$ cat config.mk
export PLATFORM = sky130hd
export DESIGN_NAME = llpe_ctrl
export DESIGN_NICKNAME = d
export VERILOG_FILES = /design/src/sv/llpe_pkg.sv /design/src/sv/llpe_ctrl.sv
export SDC_FILE = /design/constraint.sdc
export NUM_CORES = 1
export LEC_CHECK = 0
export ABC_AREA = 1
export BUFFER_PORTS_ARGS = -buffer_cell sky130_fd_sc_hd__buf_2
export CAP_MARGIN = 15
export CORE_MARGIN = 2
export CORE_UTILIZATION = 47
export CTS_CLUSTER_SIZE = 40
export DETAILED_ROUTE_END_ITERATION = 12
export PLACE_DENSITY_LB_ADDON = 0.2
export SLEW_MARGIN = 10
export SYNTH_ARGS = -nofsm -noshare
export SYNTH_HDL_FRONTEND = slang
export SYNTH_SLANG_ARGS = --single-unit
export TNS_END_PERCENT = 1
$ cat constraint.sdc
create_clock -name clk -period 2.7 [get_ports clk]
set_input_delay 0 -clock clk [delete_from_list [all_inputs] [get_ports clk]]
set_output_delay 0 -clock clk [all_outputs]
set_load 0.05 [all_outputs]
$ cat src/sv/llpe_pkg.sv
// Shared types and constants for the linked-list position engine.
`default_nettype none
package llpe_pkg;
	localparam int CAPACITY_DEF    = 256;
	localparam int VALUE_WIDTH_DEF = 32;
	localparam int OP_W            = 3;
	localparam int POS_W           = 9;
	localparam int IN_VALUE_W      = 32;
	localparam int STATUS_W        = 2;

	typedef enum logic [OP_W-1:0] {
		OP_CLEAR  = 3'd0,
		OP_INSERT = 3'd1,
		OP_DELETE = 3'd2,
		OP_READ   = 3'd3,
		OP_LOCATE = 3'd4
	} op_t;

	typedef enum logic [STATUS_W-1:0] {
		ST_OK        = 2'd0,
		ST_BAD_POS   = 2'd1,
		ST_FULL      = 2'd2,
		ST_NOT_FOUND = 2'd3
	} status_t;

	typedef enum logic [3:0] {
		S_IDLE,
		S_DECODE,
		S_CLEAR,
		S_FREE_SCAN,
		S_WALK,
		S_WALK_WAIT,
		S_LINK,
		S_LINK_WAIT,
		S_FINISH,
		S_LOC_READ,
		S_LOC_WAIT,
		S_LOC_CMP,
		S_RESULT
	} state_t;

	// Commands from the controller to the datapath
	typedef struct packed {
		logic load;        // capture the incoming word
		logic clear;       // clearing command (unused; clr_start resets the free map and list)
		logic clr_start;
		logic scan_start;
		logic scan_step;
		logic walk_start;  // start at first node
		logic rd_issue;    // read current node
		logic walk_step;   // advance to next node
		logic do_insert;
		logic do_delete;
		logic set_ok;
		logic set_bad;
		logic set_full;
		logic set_nf;
		logic set_found;
		logic set_item;
		logic out_load;
	} dp_cmd_t;

	// Status from the datapath to the controller
	typedef struct packed {
		op_t  op;
		logic pos_bad;
		logic pool_full;
		logic clr_done;
		logic scan_hit;
		logic scan_done;
		logic walk_done;   // step counter reached target
		logic at_end;      // locate ran past the list
		logic match;
		logic out_busy;
	} dp_stat_t;
endpackage
`default_nettype wire

$ cat src/sv/llpe_ctrl.sv
// Controller state machine sequencing each operation over the datapath.
`default_nettype none
module llpe_ctrl (
	input  wire logic               clk,
	input  wire logic               arst_n,
	input  wire logic               in_valid,
	output logic                    in_ready,
	input  wire llpe_pkg::dp_stat_t stat,
	output llpe_pkg::dp_cmd_t       cmd
);
	import llpe_pkg::*;

	state_t state_q, state_d;

	always_ff @(posedge clk or negedge arst_n) begin
		if (!arst_n) state_q <= S_IDLE;
		else         state_q <= state_d;
	end

	// next state
	always_comb begin
		state_d = state_q;
		unique case (state_q)
			S_IDLE:   if (in_valid) state_d = S_DECODE;
			S_DECODE: begin
				unique case (stat.op)
					OP_CLEAR:  state_d = S_RESULT;
					OP_INSERT: state_d = (stat.pos_bad || stat.pool_full) ? S_RESULT : S_FREE_SCAN;
					OP_DELETE, OP_READ: state_d = stat.pos_bad ? S_RESULT : S_WALK;
					OP_LOCATE: state_d = S_LOC_READ;
					default:   state_d = S_RESULT;
				endcase
			end
			S_FREE_SCAN: if (stat.scan_hit) state_d = S_WALK;
				else if (stat.scan_done) state_d = S_RESULT;
			S_WALK:      state_d = S_WALK_WAIT;
			S_WALK_WAIT: state_d = stat.walk_done ? S_LINK : S_WALK;
			S_LINK:      state_d = S_LINK_WAIT;
			S_LINK_WAIT: state_d = S_FINISH;
			S_FINISH:    state_d = S_RESULT;
			S_LOC_READ:  state_d = stat.at_end ? S_RESULT : S_LOC_WAIT;
			S_LOC_WAIT:  state_d = S_LOC_CMP;
			S_LOC_CMP:   state_d = stat.match ? S_RESULT : S_LOC_READ;
			S_RESULT:    if (!stat.out_busy) state_d = S_IDLE;
			S_CLEAR:     state_d = S_RESULT;
			default:     state_d = S_IDLE;
		endcase
	end

	// outputs
	always_comb begin
		cmd = '0;
		in_ready = (state_q == S_IDLE);
		unique case (state_q)
			S_IDLE: cmd.load = in_valid;
			S_DECODE: begin
				unique case (stat.op)
					OP_CLEAR:  cmd.clr_start = 1'b1;
					OP_INSERT: begin
						cmd.set_bad  = stat.pos_bad;
						cmd.set_full = !stat.pos_bad && stat.pool_full;
						cmd.scan_start = 1'b1;
						cmd.walk_start = 1'b1;
					end
					OP_DELETE, OP_READ: begin
						cmd.set_bad = stat.pos_bad;
						cmd.walk_start = 1'b1;
					end
					OP_LOCATE: cmd.walk_start = 1'b1;
					default: ;
				endcase
			end
			S_FREE_SCAN: begin
				cmd.scan_step = 1'b1;
				cmd.set_full  = !stat.scan_hit && stat.scan_done;
			end
			S_WALK: cmd.rd_issue = 1'b1;
			S_WALK_WAIT: cmd.walk_step = !stat.walk_done;
			// read the node at the stop point (predecessor or target)
			S_LINK: cmd.rd_issue = 1'b1;
			S_LINK_WAIT: ;
			S_FINISH: begin
				unique case (stat.op)
					OP_INSERT: cmd.do_insert = 1'b1;
					OP_DELETE: begin
						cmd.do_delete = 1'b1;
						cmd.set_item  = 1'b1;
					end
					OP_READ:   cmd.set_item  = 1'b1;
					default:   ;
				endcase
			end
			S_LOC_READ: begin
				cmd.rd_issue = !stat.at_end;
				cmd.set_nf   = stat.at_end;
			end
			S_LOC_CMP: begin
				cmd.set_found = stat.match;
				cmd.walk_step = !stat.match;
			end
			S_RESULT: cmd.out_load = !stat.out_busy;
			default: ;
		endcase
	end
endmodule
`default_nettype wire

Word-level counts from Yosys, hierarchy flattened
Index checks and enable logic that the tools add are counted.
{"block": "classes", "muxes": 31, "eq_ne": 19, "n_reduce_logical": 17}
{"cell": "$pmux W4 S12", "n": 1}
{"cell": "$mux W4", "n": 6}
{"cell": "$eq A4 B4 Y1 const B", "n": 5}
{"cell": "$eq A4 B3 Y1 const B", "n": 4}
{"cell": "$mux W1", "n": 15}
{"cell": "$pmux W4 S3", "n": 1}
{"cell": "$eq A4 B2 Y1 const B", "n": 2}
{"cell": "$eq A3 B2 Y1 const B", "n": 2}
{"cell": "$logic_not A1 Y1", "n": 6}
{"cell": "$mux W2", "n": 3}
{"cell": "$mux W3", "n": 2}
{"cell": "$pmux W1 S2", "n": 3}
{"cell": "$reduce_or A2 Y1", "n": 3}
{"cell": "$eq A4 B1 Y1 const B", "n": 1}
{"cell": "$logic_not A4 Y1", "n": 1}
{"cell": "$ne A2 B2 Y1 const B", "n": 2}
{"cell": "$reduce_or A4 Y1", "n": 1}
{"cell": "$eq A3 B1 Y1 const B", "n": 1}
{"cell": "$eq A3 B3 Y1 const B", "n": 1}
{"cell": "$logic_not A3 Y1", "n": 1}
{"cell": "$ne A3 B3 Y1 const B", "n": 1}
{"cell": "$reduce_and A3 Y1", "n": 1}
{"cell": "$reduce_or A3 Y1", "n": 1}
{"cell": "$logic_and A1 B1 Y1", "n": 2}
{"cell": "$logic_or A1 B1 Y1", "n": 1}
{"block": "totals", "regBits": 4, "output_inout_bits": 18}

Logic depth before layout (Yosys ltp)
{"block": "depth", "depth_word": 4, "ltp_mapped": 9}

Worst setup path before layout
No wires, ideal clock.
{"block": "synth_path", "path_kind": "register to output", "from": "register state_q[2]", "to": "output port cmd[4] (netlist bit)", "setup_slack_ps": 668, "path_stages_with_launch": 6, "n_path_buf": 0, "t_arrival_ps": 2032, "path_cell_list": "dfrtp_1 inv_2 nand2_4 nor2_4 nand3_1 o31ai_1"}
{"item": "start: declaration", "line_no": "llpe_ctrl.sv:13", "rtl": "state_t state_q, state_d;"}
{"item": "start signal: assignment", "line_no": "llpe_ctrl.sv:17", "rtl": "else state_q <= state_d;"}
{"item": "end: declaration", "line_no": "llpe_ctrl.sv:9", "rtl": "output llpe_pkg::dp_cmd_t cmd"}

==> metrics <==
status=finished clean; final core occ=a little under two thirds; hold depth=4; Placed Area=between 700 and 800 um^2; VDD IR max=between 0.4 and 0.5 mV; Die Y-Extent=40.3 um; post-synthesis sequential area ratio=between 15 and 20%; TritonCTS buffer count=3; grt ovf=0; Clock Skews=about 1.9 ps; Adder-Cell Fraction of Synth Area=0%; synth unique cells=20; Final Instance Area=806 um^2; max reg flops=4; Final #Nets=between 150 and 200; RSZ-0062 raised after global routing=no; first-pass GRT wire length=roughly 2200 um; Crit. End Element=primary output; hold_sp=stat[4]; Root Driver=clkbuf_4; CTS clock-pin slew for the worst setup and hold paths=around 40 ps; core box area=around 1300 um^2; Slew Limit Fails=0; fmax=just under 0.6 GHz; vias per cell=approximately 4.9; vias in the first global route=slightly below 600; antenna violations before repair=0; crit path launch=state_q[3]; Crit Path Max Fanout=6; R2R cell count=8; Detailed Route Iter0 Violations=16; Initial Utilization=approximately half; Worst Setup Start Kind=register; H-tree depth=1; #FFs+latches synth=4; Post-Synth XOR/XNOR Area=0%; final setup TNS=0 ps; flop-to-flop setup slack=1390 ps; leakage power=around 0.00054 uW; Total Wirelength=roughly 1500 um; # IOs=33; biggest regs=state_q: 4 flops; arrival time worst endpoint=roughly 1700 ps; clock sinks=4; Port Buffers=29; Final Cycle Share=between 60 and 70%; mux cell area share after synthesis=0%; DRT antenna net count=0; FILL cells=138; TritonCTS clock tree=done; clk_lat worst skew=230 ps; Worst R2R Start=state_q[0]; post-synthesis compound-gate area fraction=under 10%; CTS Buffer Depth=2; share of layout cells above drive strength 1=between 20 and 30%; Routed wire per std cell=9.31 um; shortest period the worst path allows=1680 ps; GPL Wtd Cong=0.828; reg-to-reg endpoint=state_q[0]; largest family of logic cells by synthesized area=simple AND/OR/NAND/NOR gates; post-synthesis simple-gate area fraction=roughly 62%; Worst Hold Endpoint=state_q[0]; drt first pass iters=4; pwr dens=987 nW/um^2; Final setup viols=0; Post-Synthesis Cell Area=621 um^2; die area=1630 um^2; Ant. Diodes=0; num rows=13; overall routing resource usage=between 20% and 30%; half-perimeter wire length after placement=1270 um; CTS resizes=0; vias post-DR=786; Min Hold Slack=69.6 ps; Synth Area per Inst=5.40 um^2; Setup CP Type=register to primary output; Reg with most FFs=state_q; Ys Warns=0; hold crit path type=input pin to register; largest net degree at the start of global routing=8; die span in x=a little over 40 um; Final Hold Viols=0; Cells after Synth=around 120; area delta synth->final=29.8%; DRC=0; Req. time, crit path=2700 ps; Post-CTS Setup Inserts=0; maximum capacitance violations=0
layout make-up:
| cell class | instances | area [um^2] | area share, % |
|---|---|---|---|
| Sequential cell | 4 | 100 | 12.4 |
| Inverter | 24 | 90.1 | 11.2 |
| Multi-Input combinational cell | 86 | 419 | 52.0 |
| Timing Repair Buffer | 30 | 155 | 19.3 |
| Tap cell | 15 | 18.8 | 2.33 |
| Clock buffer | 3 | 22.5 | 2.80 |
placed cells by master, fill, tap and decap left out:
master         netlist  routed
nand2_4              2       2
clkbuf_4             0       3
o21ai_0              1       1
nor3_1               4       4
inv_1               22      22
nor2_2               1       1
a21oi_1              1       1
o31ai_1              1       1
nor3_2               1       1
dfrtp_1              4       4
nand3_1             16      16
nor2_1              14      14
buf_2                0      29
nor2_4               3       3
inv_2                2       2
nor4_1               1       1
a41oi_1              1       1
nand2_1             35      35
conb_1               1       2
dlygate4sd3_1        0       1
nand4_1              2       2
nand3_2              1       1
Yosys cell counts:
cell | n | area (um^2)
nand3_1 | 16 | 80.1
a21oi_1 | 1 | 5.00
nand2_4 | 2 | 22.5
o31ai_1 | 1 | 7.51
buf_4 | 2 | 15.0
inv_2 | 2 | 7.51
dfrtp_1 | 4 | 100
nand2_1 | 35 | 131
inv_1 | 22 | 82.6
nor2_2 | 1 | 6.26
nor2_1 | 14 | 52.6
nand4_1 | 2 | 12.5
nor4_1 | 1 | 6.26
conb_1 | 1 | 3.75
nor2_4 | 3 | 33.8
a41oi_1 | 1 | 8.76
nor3_1 | 4 | 20.0
nor3_2 | 1 | 10.0
nand3_2 | 1 | 10.0
o21ai_0 | 1 | 5.00
metrics by stage:
stage | std cells | setup slack [ps] | total power (uW)
global route | 162 | 892 | 872
floorplan | 116 | 668 | 605
detailed placement | 158 | 1270 | 721
CTS | 162 | 1010 | 799
finish | 162 | 1020 | 795
global placement | 158 | 1310 | 716
layer usage:
metal	routed length [um]	part of all wire (%)	track usage [%]
met1	663	44	23.8
met2	713	47	36.9
met3	131	8.7	6.67
met4	0	0	0
met5	0	0	0
what timing repair did:
| item | 4_1_cts | 5_1_grt |
|---|---|---|
| hold endpoints to repair | 4 | 0 |
| hold buffers | 1 | 0 |
| endpoints found under the setup margin | 0 | 0 |
cell families (layout without fill, tap and decap cells):
family                 after synthesis  after routing
AO/OA/AOI/OAI                        4              4
buffers and inverters               26             57
flip-flops                           4              4
other                                1              2
AND/OR/NAND/NOR                     80             80
report_power, final:
group | leakage (uW) | switching (uW) | internal (uW)
registers | 0.0000513 | 45.1 | 89.9
logic | 0.000477 | 427 | 158
clock network | 0.0000138 | 25.0 | 49.8
total | 0.000542 | 497 | 298
worst max-delay path by stage:
stage               depth (start not counted)  slack [ps]      to
global route                                6         890  cmd[4]
finish                                      6        1020  cmd[4]
floorplan                                   5         670  cmd[4]
detailed placement                          6        1270  cmd[4]
global placement                            6        1310  cmd[4]
CTS                                         6        1010  cmd[4]
critical path: stages (launching register included):
cell,delay [ps]
dfrtp_1,440
inv_2,150
nand2_4,90
nor2_4,140
nand3_1,110
o31ai_1,210
buf_2,300
(Power assumes the default switching activity.)
